===== src/hdl/agm_pkg.sv =====
// Shared types and default sizes for the anagram group matcher.
// No dependencies; used by every module of the block.
package agm_pkg;

    localparam int AlphabetSizeDef = 26;
    localparam int MaxLengthDef    = 128;
    localparam int GroupEntriesDef = 64;
    localparam int CountW          = 8;
    localparam int LetterW         = 5;
    localparam int GroupIdxW       = 6;

    // Control bits that travel with a query down the cell chain.
    typedef struct packed {
        logic valid;
        logic found;
        logic too_long;
    } t_qctl;

endpackage


===== src/hdl/agm_hist.sv =====
// Letter histogram of the string in progress; launches a query into the chain.
// Depends on agm_pkg.
module agm_hist import agm_pkg::*; #(
    parameter int ALPHABET_SIZE = AlphabetSizeDef,
    parameter int MAX_LENGTH    = MaxLengthDef
) (
    input  logic                              i_clk,
    input  logic                              i_rst_n,
    input  logic                              i_accept,
    input  logic [LetterW-1:0]                i_letter,
    input  logic                              i_has_letter,
    input  logic                              i_end_of_string,
    output t_qctl                             o_q,
    output logic [ALPHABET_SIZE*CountW-1:0]   o_hist
);

    logic [ALPHABET_SIZE*CountW-1:0] r_counts, n_counts;
    logic [CountW-1:0]               r_len, n_len;
    logic                            r_long, n_long;
    logic                            in_alpha, room;
    t_qctl                           r_q;
    logic [ALPHABET_SIZE*CountW-1:0] r_hist;

    assign in_alpha = i_has_letter && ({2'b00, i_letter} < 7'(ALPHABET_SIZE));
    assign room     = r_len < CountW'(MAX_LENGTH);

    always_comb begin
        n_counts = r_counts;
        n_len    = r_len;
        n_long   = r_long;
        if (in_alpha) begin
            if (room) begin
                for (int k = 0; k < ALPHABET_SIZE; k++) begin
                    if ({2'b00, i_letter} == 7'(k)) begin
                        n_counts[k*CountW +: CountW] = r_counts[k*CountW +: CountW] + 1'b1;
                    end
                end
                n_len = r_len + 1'b1;
            end else begin
                n_long = 1'b1;
            end
        end
    end

    always_ff @(posedge i_clk) begin
        if (!i_rst_n) begin
            r_counts <= '0;
            r_len    <= '0;
            r_long   <= 1'b0;
            r_q      <= '0;
        end else begin
            r_q.valid    <= i_accept && i_end_of_string;
            r_q.found    <= 1'b0;
            r_q.too_long <= n_long;
            if (i_accept) begin
                if (i_end_of_string) begin
                    r_counts <= '0;
                    r_len    <= '0;
                    r_long   <= 1'b0;
                end else begin
                    r_counts <= n_counts;
                    r_len    <= n_len;
                    r_long   <= n_long;
                end
            end
        end
    end

    always_ff @(posedge i_clk) begin
        r_hist <= n_counts;
    end

    assign o_q    = r_q;
    assign o_hist = r_hist;

endmodule


===== config.mk =====
export PLATFORM = sky130hd
export DESIGN_NAME = agm_hist
export DESIGN_NICKNAME = d
export VERILOG_FILES = /design/src/hdl/agm_pkg.sv /design/src/hdl/agm_hist.sv
export SDC_FILE = /design/constraint.sdc
export NUM_CORES = 1
export LEC_CHECK = 0
export ABC_CLOCK_PERIOD_IN_PS = 5100
export BUFFER_PORTS_ARGS = -buffer_cell sky130_fd_sc_hd__clkbuf_2
export CAP_MARGIN = 10
export CORE_MARGIN = 4
export CORE_UTILIZATION = 45
export CTS_CLUSTER_DIAMETER = 200
export DETAILED_ROUTE_END_ITERATION = 10
export PLACE_DENSITY = 0.61
export SKIP_CTS_REPAIR_TIMING = 1
export SLEW_MARGIN = 20
export SYNTH_ARGS = -nofsm -noshare
export SYNTH_HDL_FRONTEND = slang
export SYNTH_SLANG_ARGS = --single-unit
export TNS_END_PERCENT = 30

===== constraint.sdc =====
create_clock -name i_clk -period 5.1 [get_ports i_clk]
set_clock_uncertainty 0.15 [all_clocks]
set_input_delay 0.765 -clock i_clk [delete_from_list [all_inputs] [get_ports i_clk]]
set_output_delay 0.765 -clock i_clk [all_outputs]
set_load 0.05 [all_outputs]

==> impl_metrics.csv <==
group,metric,value,unit
detailed_routing,routedWlPerCell,19.9,um
clock_tree,numCtsBuffers,47,
clock_tree,path_clk_slew,0.06,ns
grt,grt.met3_usage,0.0356,
synth,yosysTopAreaCell,"dfxtp_1",
clock_tree,cts_tree,"done",
status,status,"finished clean",
synth,ys.flop_type,"dfxtp_1",
detailed_routing,route.detailed.drc,0,
placed_design,hpwl,35500,um
power,pwr-share-seq,0.453,
cells_and_area,nFillCells,3731,
grt,antenna_found_initial,0,
timing,timing.fmax,0.323,GHz
hold_path,min_to,"r_counts[119]",
synth,synth_seq_cells,427,
detailed_routing,via_per_inst,5.87,
detailed_routing,routed_wl,55100,um
clock_tree,clockRootBuffer,"clkbuf_16",
die,core_area,40700,um2
detailed_routing,postRouteAntennaNets,0,
power,leakage,8.49,nW
synth,seq_area_frac_synth,0.461,
worst_setup_path,r2r_slack,2.25,ns
placed_design,post_dp_cell_area,20000,um2
timing,whs,0.290,ns
synth,syn_area,18500,um2
power,comb_power_share,0.044,
cells_and_area,fin_nets,2241,
worst_setup_path,critPathLaunchType,"input pin",
die,io_pins,221,
power,swShare,0.223,
detailed_routing,first_pass_iters,6,
detailed_routing,vias,16300,
grt,grt_max_degree,77,
synth,synth_nets,2094,
placed_design,port_buffers,219,
power,powerDensity,341,nW/um2
grt,met2_usage,0.395,
timing,finalCritPeriodShare,0.607,
grt,grt-busiest-layer,"met2",
clock_tree,clk_path_buf_depth,3,
flow_run,max_cap_violations,0,
grt,grt_usage,0.239,
hold_path,hold_class,"reg -> reg",
synth,yosys-top-cells-count,"dfxtp_1, nand2_1, xnor2_1, clkbuf_1, a21oi_1",
cells_and_area,fin_area,21700,um2
grt,overflow,0,
synth,async_reset_ff_frac,0,
grt,grtUsageMet1,0.314,
timing,setup_tns,0,ns
cells_and_area,ff_latch_area,8550,um2
synth,synth_top_cell_area_share,0.461,
grt,grt_pass1_wl,85900,um
timing,rsz0062_at_grt,"no",
synth,synth_area_leaders,"dfxtp_1, xnor2_1, nand2_1",
cells_and_area,area_delta_synth_final,17.1,%
grt,grt_pass1_vias,15700,
worst_setup_path,r2r-end,"r_counts[78]",
die,start_util,0.455,
power,p_sw,0.00165,W
timing,setup_viol,0,
timing,relSlewSlack,0.254,
worst_setup_path,endpoint_kind,"flip-flop",
timing,post-route-min-period,3.10,ns
power,clkPwrFrac,0.503,
synth,synthCells,2057,
placed_design,place.gp.congestion,0.853,
clock_tree,cts_num_sinks,427,
worst_setup_path,required,5.46,ns
worst_setup_path,crit_arrival,3.46,ns
synth,synth_cell_types,75,
cells_and_area,drive_above_1_share,0.169,
synth,avgSynthCellArea,9.01,um2
cells_and_area,multi_input_area,9380,um2
clock_tree,worstSkewPairLatency,0.59,ns
worst_setup_path,crit_start,"i_letter[4]",
die,die-area,44500,um2
worst_setup_path,reg2reg_from,"r_len[7]",
power,peakVddDrop,0.000268,V
timing,final_max_slew_viol_count,0,
clock_tree,cts-htree-levels,2,
timing,worst_pin_slew,1.12,ns
die,fp-row-count,74,
worst_setup_path,crit_fanout,37,
detailed_routing,drtIter0Drc,1270,
power,power.internal,0.00575,W
synth,yosysMostFrequentCell,"dfxtp_1",
die,dieHeight,211,um
hold_path,hp-start,"r_counts[119]",
die,dieWidth,211,um
synth,yosys_warnings,0,
worst_setup_path,r2r.worst_path.cells,4,
hold_path,whs_path_depth,1,
timing,hold_violations,0,
cells_and_area,antenna_cells,0,
worst_setup_path,criticalPathCategory,"in -> reg",
synth,synth_edf_count,0,
power groups by stage:
stage / Sequential [W] / Combinational (W) / Clock, W
after CTS: 0.00335 / 0.000321 / 0.00379
after floorplan: 0.00345 / 0.000186 / 0
final: 0.00335 / 0.000325 / 0.00372
after global routing: 0.00335 / 0.000345 / 0.00392
after detailed placement: 0.00343 / 0.000320 / 0
after global placement: 0.00343 / 0.000316 / 0
critical path, cell delays in order:
cell and delay, ns:
clkbuf_2 0.62, nand4bb_1 0.78, or3_1 0.68, or4_1 0.49, o211ai_1 0.09
sequential cells by signal, summed over array words and instances, names as in the netlist:
| register | flops |
|---|---|
| r_len | 8 |
| r_counts | 208 |
| o_hist | 208 |
| o_q | 2 |
| r_long | 1 |
worst max path at each step:
stage / endpoint / cells past startpoint
floorplan: r_counts[22] / 6
global placement: r_counts[166] / 5
detailed placement: r_counts[182] / 5
CTS: r_counts[182] / 5
global route: r_counts[30] / 6
finish: r_counts[182] / 5
cells by family after synthesis:
family | synth area share
fa+ha+maj | 0.0182
other cells | 0.000202
buf+inv | 0.0360
xor+xnor | 0.0855
compound gates | 0.150
simple gates | 0.235
mux | 0.0146
flops | 0.461
metal layers:
layer  vias to the layer above  part of all wire
met5                         -                 0
met3                       126             0.061
met4                         0             0.038
met1                      7802              0.43
met2                       597              0.47
li1                       7761                 -
per-stage QoR:
| step | std cells | utilization | total power, W | setup slack (ns) |
|---|---|---|---|---|
| after floorplan | 2057 | - | 0.00363 | 2.38 |
| after global placement | 2687 | 0.491 | 0.00374 | 1.51 |
| after detailed placement | 2687 | 0.491 | 0.00375 | 1.39 |
| after CTS | 2773 | 0.533 | 0.00747 | 2.03 |
| after global routing | 2773 | 0.533 | 0.00762 | 1.88 |
| final | 2773 | 0.533 | 0.00740 | 2.00 |
cell usage in the layout (no fill, tap or decap), types with 49 or more instances in the layout:
master,count
dfxtp_1,426
nand2_1,238
clkbuf_2,217
xnor2_1,128
a21oi_1,112
nand3_1,91
o21ai_0,83
nor2_1,75
nand4_1,68
a31oi_1,67
xor2_1,53
clkbuf_16,49
layout make-up:
| cell class | count | area share |
|---|---|---|
| Multi-Input combinational cell | 1458 | 0.432 |
| Sequential cell | 427 | 0.394 |
| Clock buffer | 69 | 0.0655 |
| Timing Repair Buffer | 242 | 0.0592 |
| Tap cell | 532 | 0.0307 |
| Clock inverter | 17 | 0.0135 |
| Inverter | 28 | 0.00490 |
No activity file was read; power rests on OpenSTA's default activity.
