$ cat config.mk
export PLATFORM = sky130hd
export DESIGN_NAME = agm_cell
export DESIGN_NICKNAME = d
export VERILOG_FILES = /design/src/hdl/agm_pkg.sv /design/src/hdl/agm_cell.sv
export SDC_FILE = /design/constraint.sdc
export NUM_CORES = 1
export LEC_CHECK = 0
export ABC_AREA = 1
export BUFFER_PORTS_ARGS = -buffer_cell sky130_fd_sc_hd__buf_2
export CAP_MARGIN = 40
export CORE_AREA = 4 4 255 257
export CTS_CLUSTER_DIAMETER = 100
export CTS_CLUSTER_SIZE = 24
export DETAILED_ROUTE_END_ITERATION = 10
export DIE_AREA = 0 0 259 261
export GPL_TIMING_DRIVEN = 0
export PLACE_DENSITY = 0.47
export SYNTH_ARGS = -nofsm -noshare
export SYNTH_HDL_FRONTEND = slang
export SYNTH_SLANG_ARGS = --single-unit
$ cat constraint.sdc
create_clock -name i_clk -period 29.9 [get_ports i_clk]
set_clock_uncertainty 0.05 [all_clocks]
set_input_delay 2.99 -clock i_clk [delete_from_list [all_inputs] [get_ports i_clk]]
set_output_delay 2.99 -clock i_clk [all_outputs]
set_load 0.05 [all_outputs]
$ cat src/hdl/agm_pkg.sv
// Shared types and default sizes for the anagram group matcher.
// No dependencies; used by every module of the block.
package agm_pkg;

    localparam int AlphabetSizeDef = 26;
    localparam int MaxLengthDef    = 128;
    localparam int GroupEntriesDef = 64;
    localparam int CountW          = 8;
    localparam int LetterW         = 5;
    localparam int GroupIdxW       = 6;

    // Control bits that travel with a query down the cell chain.
    typedef struct packed {
        logic valid;
        logic found;
        logic too_long;
    } t_qctl;

endpackage

$ cat src/hdl/agm_cell.sv
// One signature table entry: holds a stored histogram and checks the passing query.
// Depends on agm_pkg.
module agm_cell import agm_pkg::*; #(
    parameter int ALPHABET_SIZE = AlphabetSizeDef,
    parameter int IDX_W         = 6,
    parameter int INDEX         = 0
) (
    input  logic                            i_clk,
    input  logic                            i_rst_n,
    input  t_qctl                           i_q,
    input  logic [IDX_W-1:0]                i_idx,
    input  logic [ALPHABET_SIZE*CountW-1:0] i_hist,
    input  logic                            i_wr_en,
    input  logic [IDX_W-1:0]                i_wr_idx,
    input  logic [ALPHABET_SIZE*CountW-1:0] i_wr_hist,
    output t_qctl                           o_q,
    output logic [IDX_W-1:0]                o_idx,
    output logic [ALPHABET_SIZE*CountW-1:0] o_hist
);

    logic                            r_valid;
    logic [ALPHABET_SIZE*CountW-1:0] r_sig;
    t_qctl                           r_q;
    logic [IDX_W-1:0]                r_idx;
    logic [ALPHABET_SIZE*CountW-1:0] r_hist;
    logic                            hit, wr_here;

    assign hit     = i_q.valid && !i_q.found && r_valid && (r_sig == i_hist);
    assign wr_here = i_wr_en && (i_wr_idx == IDX_W'(INDEX));

    always_ff @(posedge i_clk) begin
        if (!i_rst_n) begin
            r_valid <= 1'b0;
            r_q     <= '0;
        end else begin
            if (wr_here) begin
                r_valid <= 1'b1;
            end
            r_q <= {i_q.valid, i_q.found || hit, i_q.too_long};
        end
    end

    always_ff @(posedge i_clk) begin
        if (wr_here) begin
            r_sig <= i_wr_hist;
        end
        r_idx  <= hit ? IDX_W'(INDEX) : i_idx;
        r_hist <= i_hist;
    end

    assign o_q    = r_q;
    assign o_idx  = r_idx;
    assign o_hist = r_hist;

endmodule
==> results of run 1 <==
cells by family after synthesis:
group,after synthesis,share of synthesized area [%]
buffers and inverters,206,5.39
AOI/OAI and AO/OA,1,0.0349
and+or+nand+nor,577,15.2
xor gates and xnor gates,88,5.37
DFF,426,74.0
path summary, 6_finish.rpt:
| kind | from | end | slack (ns) |
|---|---|---|---|
| worst max register to register | r_sig[9]$_DFFE_PP_ | o_idx[0]$_SDFF_PP0_ | 27.57 |
| worst min register to register | r_valid$_SDFFE_PN0P_ | r_valid$_SDFFE_PN0P_ | 0.45 |
| worst max-delay path | i_wr_idx[1] | r_sig[27]$_DFFE_PP_ | 24.51 |
| worst min-delay path | r_valid$_SDFFE_PN0P_ | r_valid$_SDFFE_PN0P_ | 0.45 |
power by group:
| part | leakage, nW | switching [mW] | internal [mW] |
|---|---|---|---|
| sequential | 3.71 | 0.00468 | 0.628 |
| combinational | 5.45 | 0.0914 | 0.0405 |
| clock | 0.320 | 0.187 | 0.147 |
| total | 9.48 | 0.283 | 0.816 |
per-layer routing:
metal,vias up,part of all wire [%],global-route usage [%]
met1,4710,38,13.3
met4,10,1.9,3.03
met3,49,6.8,2.93
met5,-,0.15,0
li1,5362,-,-
met2,329,53,22.3
metrics by stage:
step	setup slack, ns	cells	util, %	setup TNS [ns]
after floorplan	5.40	1298	-	0
after global placement	-5.31	2794	29.7	-1098.52
after detailed placement	23.87	2827	30.2	0
final	24.51	2873	31.2	0
after CTS	24.49	2867	31.2	0
after global routing	24.37	2871	31.2	0
cell type report:
type	instances	share of cell area [%]
flip-flops and latches	426	54.1
diodes	6	0.0766
well taps	846	5.40
clock inverters	4	0.211
repair buffers	683	17.9
inverters	206	3.95
clock buffers	36	3.19
multi-input cells	666	15.1
sequential cells by signal, indices dropped and copies added (netlist names):
register	count
r_sig	208
r_valid	1
o_idx	6
o_q	3
o_hist	208
worst max-delay path: cells and delay by family:
| kind | cells | cell delay, ns |
|---|---|---|
| buffers and inverters | 13 | 2.27 |
| and+or+nand+nor | 3 | 0.34 |
layout by cell type (no fill, tap or decap):
cell type / n
sky130_fd_sc_hd__diode_2: 6
sky130_fd_sc_hd__dfxtp_1: 218
sky130_fd_sc_hd__xor2_1: 43
sky130_fd_sc_hd__buf_4: 27
sky130_fd_sc_hd__edfxtp_1: 208
sky130_fd_sc_hd__nor4_2: 1
sky130_fd_sc_hd__nand3_1: 5
sky130_fd_sc_hd__clkinv_2: 1
sky130_fd_sc_hd__a21oi_1: 1
sky130_fd_sc_hd__clkinv_8: 1
sky130_fd_sc_hd__inv_8: 1
sky130_fd_sc_hd__inv_1: 205
sky130_fd_sc_hd__nor3_1: 1
sky130_fd_sc_hd__clkbuf_16: 23
sky130_fd_sc_hd__inv_2: 1
sky130_fd_sc_hd__buf_6: 4
sky130_fd_sc_hd__inv_6: 1
sky130_fd_sc_hd__xnor2_1: 45
sky130_fd_sc_hd__clkbuf_1: 13
sky130_fd_sc_hd__buf_2: 652
sky130_fd_sc_hd__nor2_1: 218
sky130_fd_sc_hd__or2_2: 1
sky130_fd_sc_hd__nand2_1: 350
sky130_fd_sc_hd__nand3b_1: 1
==> results.cfg, run 1 <==
[routing]
drt-vias-per-instance = 3.64
drt_iter0_drc = 486
routed_wl_mm = 43.2
final_antenna_net_count = 0
drc = 0
detailedRoute.firstPassIterationCount = 5
drt-wirelength-per-cell_um = 15.0
route.vias.total = 10500

[clock_network]
postCtsSetupRepairBufs = 0
numCtsBuffers = 22
post_cts_clock_slew_at_the_launch_and_capture_registers_of_the_worst_setup_and_hold_paths_ns = 0.09
root_buffer = sky130_fd_sc_hd__clkbuf_16
cts-resized-gates = 0
clk-insertion-delay-late_ns = 0.56
clock_sinks = 426
max-clock-path-buffers = 3
holdBufCountCts = 0
htree_levels = 1
tritoncts = built

[floorplanning]
chipHeight_um = 261
ioPinCount = 651
die_width_um = 259
floorplan.initialDensity_pct = 22.9
floorplan.die_area_mm2 = 0.0676
floorplan.rows = 92
core_area_mm2 = 0.0627

[run_status]
run_status = completed

[power]
power.density_cell_area_mw_per_mm2 = 56.1
leakage_component_of_the_power_nw = 9.48
total_power_mw = 1.10
ir_drop_v = 0.0000420

[setup_path]
critical_path_required_ns = 30.12
crit_path_frequent_cell = sky130_fd_sc_hd__buf_4
worst_path_largest_cell_delay_ns = 0.24
cp_cell_sequence = buf_2 -> nor2_1 -> nand3b_1 -> nor4_2 -> buf_4 -> buf_4 -> buf_4 -> buf_4 -> buf_4 -> buf_4 -> buf_4 -> buf_2 -> buf_4 -> buf_6 -> buf_4 -> buf_4
depth_of_the_worst_register_to_register_path = 12
timing.critical_path.from_type = input pin
critical_path.slowest_cell = sky130_fd_sc_hd__buf_2
criticalPathCategory = input pin to flip-flop
path_max_fanout = 9
worst_setup_path_end_kind = flip-flop
worst_ep_arrival_ns = 5.62

[timing]
finalSetupViolCount = 0
finalHoldWorstSlack_ns = 0.455
timing.final.crit_share_pct = 18.0
finalHoldViolations = 0
rsz0062_at_grt = false
final-max-slew-violation-count = 0
max_clock_freq_mhz = 185
period_minus_slack_ns = 5.39
tightestPinTransition_ns = 0.551
slew_headroom_pct = 63.2

[placed_design]
placedInstanceArea_mm2 = 0.0189
detailed_place_hpwl_mm = 36.7
weighted_congestion_at_the_end_of_routability_driven_global_placement = 0.790
port_buffers = 650

[hold_path]
hold_class = flip-flop to flip-flop
whs_path_depth = 2

[synth]
netlist_top_cells_area = sky130_fd_sc_hd__edfxtp_1, sky130_fd_sc_hd__dfxtp_1, sky130_fd_sc_hd__nand2_1
synth_common_cells = sky130_fd_sc_hd__nand2_1, sky130_fd_sc_hd__dfxtp_1, sky130_fd_sc_hd__nor2_1
post_synth.cell_area_avg_um2 = 11.0
synth_async_reset_ratio_pct = 0
syn-instance-count = 1298
synth.lib_cells_used.distinct = 14
synth.cell_area_mm2 = 0.0143
synth.top_cell.area_share_pct = 43.6
flop_and_latch_count_out_of_synthesis = 426
synth-seq-area-share_pct = 74.0
synth.largest_area_cell = sky130_fd_sc_hd__edfxtp_1
yosys.cell_count.top_type = sky130_fd_sc_hd__nand2_1
synth_fp_nets = 1732
synth_edf_count = 208
yosysWarningCount = 0
synth_flop_cell = sky130_fd_sc_hd__dfxtp_1

[finish]
areaGrowthSynthToFinish_pct = 36.7
fillCellCount = 6496
final_layout_size_suffix_gt1_share_pct = 35.3
area.sequential_mm2 = 0.0106
finish.instance_area_mm2 = 0.0196
final_nets = 2439
multi_input_comb_area_mm2 = 0.00296

[grt]
overall_track_demand_over_capacity_in_global_routing_pct = 11.8
grt_first_pass_wirelength_mm = 61.0
globalRouteOverflowTotal = 0
grt_start_max_net_pins = 26
grt_pass1_vias = 10600
grt_antenna_before_repair = 11

[run]
timing.max_cap.violations = 0
Power figures use the tool's default switching activity.
==> inputs of run 2 (changes only) <==
==> constraint.sdc (replaced) <==
create_clock -name i_clk -period 5.14 [get_ports i_clk]
set_clock_uncertainty 0.05 [all_clocks]
set_input_delay 0.514 -clock i_clk [delete_from_list [all_inputs] [get_ports i_clk]]
set_output_delay 0.514 -clock i_clk [all_outputs]
set_load 0.05 [all_outputs]
==> results.cfg, run 2 (synthesis results as in run 1) <==
[power]
swShare_pct = 26.3
power.density_cell_area_mw_per_mm2 = 316
leakage_component_of_the_power_nw = 10.1
pwr-share-comb_pct = 12.8
cellInternalPower_mw = 4.96
power.share.clock_pct = 32.4
seqPwrFrac_pct = 54.7
power.switching_mw = 1.77
ir_drop_v = 0.000288

[placed_design]
port_buffers = 650
detailed_place_hpwl_mm = 36.5
weighted_congestion_at_the_end_of_routability_driven_global_placement = 0.793
placedInstanceArea_mm2 = 0.0189

[floorplanning]
die_width_um = 259
core_area_mm2 = 0.0627
floorplan.die_area_mm2 = 0.0676
chipHeight_um = 261
floorplan.initialDensity_pct = 22.9
ioPinCount = 651
floorplan.rows = 92

[clock_network]
max-clock-path-buffers = 3
tritoncts = built
cts-resized-gates = 0
root_buffer = sky130_fd_sc_hd__clkbuf_16
post_cts_clock_slew_at_the_launch_and_capture_registers_of_the_worst_setup_and_hold_paths_ns = 0.10
holdBufCountCts = 155
postCtsSetupRepairBufs = 0
htree_levels = 1
clock_sinks = 426
clk-insertion-delay-late_ns = 0.57
numCtsBuffers = 24

[grt]
globalRouteOverflowTotal = 0
met3_track_demand_over_resource_pct = 2.76
grt_first_pass_wirelength_mm = 65.1
grt_util_met1_pct = 14.8
grt-busiest-layer = met2
grt_pass1_vias = 11300
grt_antenna_before_repair = 14
grtUsageMet2_pct = 22.7
grt_start_max_net_pins = 26
overall_track_demand_over_capacity_in_global_routing_pct = 12.5

[setup_path]
criticalPathCategory = input pin to flip-flop
critical_path_required_ns = 5.37
r2r-start = r_sig[9]$_DFFE_PP_
crit_path_frequent_cell = sky130_fd_sc_hd__buf_6
critical_path.slowest_cell = sky130_fd_sc_hd__nor4_4
cp.buffers_inverters = 9
worst_ep_arrival_ns = 2.76
worst_setup_path_end_kind = flip-flop
timing.critical_path.from_type = input pin
worstSetupStartpoint = i_wr_idx[1]
critPathTopFamily = buffers and inverters
cp_cell_sequence = buf_2 -> nor2_4 -> nand3b_1 -> nor4_4 -> buf_6 -> buf_6 -> buf_6 -> buf_6 -> buf_6 -> buf_6 -> buf_6 -> buf_6
path_max_fanout = 13
worst_path_largest_cell_delay_ns = 0.39

[finish]
multi_input_comb_area_mm2 = 0.00298
areaGrowthSynthToFinish_pct = 48.4
most_used_cells_in_the_layout_excluding_fill_and_tap_cells = sky130_fd_sc_hd__buf_2, sky130_fd_sc_hd__nand2_1, sky130_fd_sc_hd__dfxtp_1, sky130_fd_sc_hd__nor2_1, sky130_fd_sc_hd__edfxtp_1
area.sequential_mm2 = 0.0106
final_nets = 2583
finish.instance_area_mm2 = 0.0213
mostFrequentLayoutCell = sky130_fd_sc_hd__buf_2
final_layout_size_suffix_gt1_share_pct = 32.6
fillCellCount = 6326
fin_util_pct = 33.9

[routing]
drt_iter0_drc = 522
drt-vias-per-instance = 3.65
drt-wirelength-per-cell_um = 14.9
route.vias.total = 11000
final_antenna_net_count = 0
routed_wl_mm = 45.1
detailedRoute.firstPassIterationCount = 4
drc = 0

[run]
timing.max_cap.violations = 0

[timing]
tightestPinTransition_ns = 0.492
final-max-slew-violation-count = 0
max_clock_freq_mhz = 394
timing.final.crit_share_pct = 49.3
rsz0062_at_grt = false
slew_headroom_pct = 67.0
period_minus_slack_ns = 2.54
finalHoldViolations = 0
finalSetupViolCount = 0

[run_status]
run_status = completed

[hold_path]
hold_class = input pin to flip-flop
hold_sp = i_hist[70]
-- run 2: layout make-up --
cell class                      count  share of cell area (%)
Timing Repair Buffer              825                    23.6
Tap cell                          846                    4.97
Clock buffer                       39                    3.33
Clock inverter                      5                   0.476
Multi-Input combinational cell    666                    14.0
Sequential cell                   426                    49.8
Inverter                          206                    3.63
Antenna cell                        9                   0.106
-- run 2: final timing paths --
check                          to  slack, ns  depth (start not counted)
max           r_sig[90]$_DFFE_PP_       2.60                         12
min            o_hist[70]$_DFF_P_       0.04                          1
max reg2reg   o_idx[5]$_SDFF_PP0_       2.78                         12
min reg2reg  r_valid$_SDFFE_PN0P_       0.44                          2
-- run 2: power by group through the flow --
| stage | combinational [mW] | clock (mW) | sequential, mW |
|---|---|---|---|
| after detailed placement | 0.777 | 0 | 3.76 |
| final | 0.863 | 2.18 | 3.68 |
| after floorplan | 0.109 | 0 | 4.08 |
| after global routing | 0.924 | 2.40 | 3.69 |
| after CTS | 0.872 | 2.29 | 3.68 |
| after global placement | 0.769 | 0 | 3.76 |
-- run 2: worst register-to-register path, stage by stage, from the launching register on --
cell	delay [ns]
sky130_fd_sc_hd__edfxtp_1	0.40
sky130_fd_sc_hd__nand2_1	0.08
sky130_fd_sc_hd__nand2_1	0.11
sky130_fd_sc_hd__nor2_1	0.18
sky130_fd_sc_hd__nand2_1	0.08
sky130_fd_sc_hd__nor2_1	0.38
sky130_fd_sc_hd__nand2_1	0.10
sky130_fd_sc_hd__nor2_1	0.10
sky130_fd_sc_hd__nand2_1	0.11
sky130_fd_sc_hd__nor2_1	0.22
sky130_fd_sc_hd__nand2_1	0.23
sky130_fd_sc_hd__inv_2	0.18
sky130_fd_sc_hd__nor2_1	0.06
-- run 2: metrics by stage --
step	std cells	TNS, ns	hold WS (ns)	total power [mW]	worst slack [ns]
after floorplan	1298	-553.74	0.399	4.19	-2.65
after CTS	3013	0	0.0000216	6.84	2.43
after detailed placement	2814	0	0.420	4.54	1.98
after global placement	2794	-1323.69	0.415	4.53	-6.37
final	3022	0	0.0425	6.73	2.60
after global routing	3020	0	0.000152	7.01	2.30
-- run 2: layer usage --
layer | up-vias | share of wire [%]
li1 | 5657 | -
met2 | 354 | 51
met5 | - | 0.16
met3 | 58 | 6.2
met4 | 10 | 2.7
met1 | 4948 | 40
==> inputs of run 3 (changes only) <==
--- a/config.mk
+++ b/config.mk
@@ -8,13 +8,13 @@
 export ABC_AREA = 1
 export BUFFER_PORTS_ARGS = -buffer_cell sky130_fd_sc_hd__buf_2
 export CAP_MARGIN = 40
-export CORE_AREA = 4 4 255 257
+export CORE_AREA = 4 4 254 256
 export CTS_CLUSTER_DIAMETER = 100
 export CTS_CLUSTER_SIZE = 24
 export DETAILED_ROUTE_END_ITERATION = 10
-export DIE_AREA = 0 0 259 261
+export DIE_AREA = 0 0 258 260
 export GPL_TIMING_DRIVEN = 0
-export PLACE_DENSITY = 0.47
+export PLACE_DENSITY = 0.49
 export SYNTH_ARGS = -nofsm -noshare
 export SYNTH_HDL_FRONTEND = slang
 export SYNTH_SLANG_ARGS = --single-unit
==> constraint.sdc (replaced) <==
create_clock -name i_clk -period 2.1 [get_ports i_clk]
set_clock_uncertainty 0.05 [all_clocks]
set_input_delay 0.21 -clock i_clk [delete_from_list [all_inputs] [get_ports i_clk]]
set_output_delay 0.21 -clock i_clk [all_outputs]
set_load 0.05 [all_outputs]
==> results.cfg, run 3 (synthesis results as in run 1) <==
[run_status]
run_status = completed

[power]
power.switching_mw = 4.15
power.density_cell_area_mw_per_mm2 = 676
seqPwrFrac_pct = 56.0
cellInternalPower_mw = 12.0
swShare_pct = 25.8
pwr-share-comb_pct = 15.8
power.share.clock_pct = 28.2
leakage_component_of_the_power_nw = 11.2
ir_drop_v = 0.000647

[setup_path]
critical_path_required_ns = 2.51
timing.critical_path.from_type = flip-flop
worst_ep_arrival_ns = 2.26
critical_path.slowest_cell = sky130_fd_sc_hd__edfxtp_1
criticalPathCategory = flip-flop to flip-flop
crit_path_frequent_cell = sky130_fd_sc_hd__nor2_1
path_max_fanout = 6
worst_path_largest_cell_delay_ns = 0.40
cp_cell_sequence = xnor2_1 -> nand2_1 -> nor2_1 -> nand3_1 -> nor2_1 -> nand2_1 -> nor2_1 -> nand2_2 -> inv_2 -> nor2_1
worst_setup_path_end_kind = flip-flop

[routing]
drt_iter0_drc = 539
final_antenna_net_count = 0
routed_wl_mm = 46.9
detailedRoute.firstPassIterationCount = 5
drt-wirelength-per-cell_um = 14.3
drc = 0
drt-vias-per-instance = 3.67
route.vias.total = 12100

[floorplanning]
floorplan.die_area_mm2 = 0.0671
chipHeight_um = 260
floorplan.rows = 92
ioPinCount = 651
core_area_mm2 = 0.0625
floorplan.initialDensity_pct = 22.9
die_width_um = 258

[timing]
max_clock_freq_mhz = 538
finalSetupTns_ns = 0
finalSetupViolCount = 0
slew_headroom_pct = 72.8
finalHoldViolations = 0
timing.final.crit_share_pct = 88.4
rsz0062_at_grt = false
final-max-slew-violation-count = 0
tightestPinTransition_ns = 0.406
period_minus_slack_ns = 1.86

[placed_design]
detailed_place_hpwl_mm = 36.3
placedInstanceArea_mm2 = 0.0189
port_buffers = 650
total_instance_count_after_detailed_placement = 2813
weighted_congestion_at_the_end_of_routability_driven_global_placement = 0.779

[grt]
overall_track_demand_over_capacity_in_global_routing_pct = 13.1
grtUsageMet2_pct = 24.5
grt_antenna_before_repair = 7
met3_track_demand_over_resource_pct = 2.54
globalRouteOverflowTotal = 0
grt-busiest-layer = met2
grt_start_max_net_pins = 26
grt_first_pass_wirelength_mm = 69.1
grt_pass1_vias = 12800
grt_util_met1_pct = 15.1

[clock_network]
max-clock-path-buffers = 3
numCtsBuffers = 21
root_buffer = sky130_fd_sc_hd__clkbuf_16
clock_sinks = 426
postCtsSetupRepairBufs = 0
clk-insertion-delay-late_ns = 0.56
post_cts_clock_slew_at_the_launch_and_capture_registers_of_the_worst_setup_and_hold_paths_ns = 0.10
htree_levels = 1
tritoncts = built

[finish]
fillCellCount = 6067
final_nets = 2853
finish.instance_area_mm2 = 0.0238
areaGrowthSynthToFinish_pct = 66.2
final-instance-count-excl-fill = 3285
mostFrequentLayoutCell = sky130_fd_sc_hd__buf_2
final_layout_size_suffix_gt1_share_pct = 28.9
most_used_cells_in_the_layout_excluding_fill_and_tap_cells = sky130_fd_sc_hd__buf_2, sky130_fd_sc_hd__dlygate4sd3_1, sky130_fd_sc_hd__nand2_1, sky130_fd_sc_hd__dfxtp_1, sky130_fd_sc_hd__nor2_1

[run]
timing.max_cap.violations = 0

[hold_path]
hold_class = input pin to flip-flop
run 3: cell types whose count changed in the layout (fill, tap and decap cells not counted), sizes merged:
cell         delta
inv             +1
dlygate4sd3   +274
clkbuf          -4
clkinv          -5
diode           -3
buf             -1
clkinvlp        +1
run 3: final cells by class:
cell class | instances | area, µm² | area share, %
Antenna cell | 6 | 15.0 | 0.0630
Clock buffer | 35 | 578 | 2.42
Clock inverter | 2 | 16.3 | 0.0682
Inverter | 206 | 773 | 3.24
Multi-Input combinational cell | 666 | 3020 | 12.7
Sequential cell | 426 | 10600 | 44.5
Tap cell | 846 | 1060 | 4.44
Timing Repair Buffer | 1098 | 7770 | 32.6
run 3: layer usage:
| metal | part of all wire [%] | vias up |
|---|---|---|
| li1 | - | 6187 |
| met1 | 39 | 5402 |
| met2 | 52 | 407 |
| met3 | 5.8 | 65 |
| met4 | 2.5 | 4 |
| met5 | 0.058 | - |
run 3: path summary, 6_finish.rpt:
path	startpoint	endpoint	slack (ns)	depth (start not counted)
setup reg to reg	r_sig[49]$_DFFE_PP_	o_idx[4]$_SDFF_PP0_	0.24	10
setup / recovery	r_sig[49]$_DFFE_PP_	o_idx[4]$_SDFF_PP0_	0.24	10
hold reg to reg	r_valid$_SDFFE_PN0P_	r_valid$_SDFFE_PN0P_	0.46	2
hold / removal	i_wr_idx[0]	r_sig[25]$_DFFE_PP_	0.10	3
run 3: metrics by stage:
stage	worst slack, ns	hold WS, ns	utilization [%]	power (mW)
after floorplan	-5.39	0.188	-	10.3
after global placement	-9.06	0.290	29.9	11.1
after detailed placement	-0.598	0.290	30.2	11.1
after CTS	0.00412	0.0466	38.1	16.3
after global routing	0.0235	0.0639	38.1	16.8
final	0.243	0.101	38.1	16.1
run 3: worst max-delay path, delay by kind of cell, from the launching register on:
kind	cells	cell delay [ns]
flip-flops	1	0.40
buffers and inverters	1	0.10
XOR/XNOR	1	0.18
AND/OR/NAND/NOR	8	1.03
run 3: timing repair:
item,in CTS,in global routing
endpoints found under the setup margin,7,7
endpoints found under the hold margin,432,0
gates resized for setup,5,6
hold buffers,429,0
pin swaps,0,1
run 3: power groups by stage:
stage	Sequential (mW)	Clock (mW)	Combinational, mW
final	9.01	4.54	2.55
after floorplan	9.99	0	0.266
after CTS	9.01	4.76	2.56
after global placement	9.20	0	1.89
after detailed placement	9.20	0	1.91
after global routing	9.04	5.05	2.72
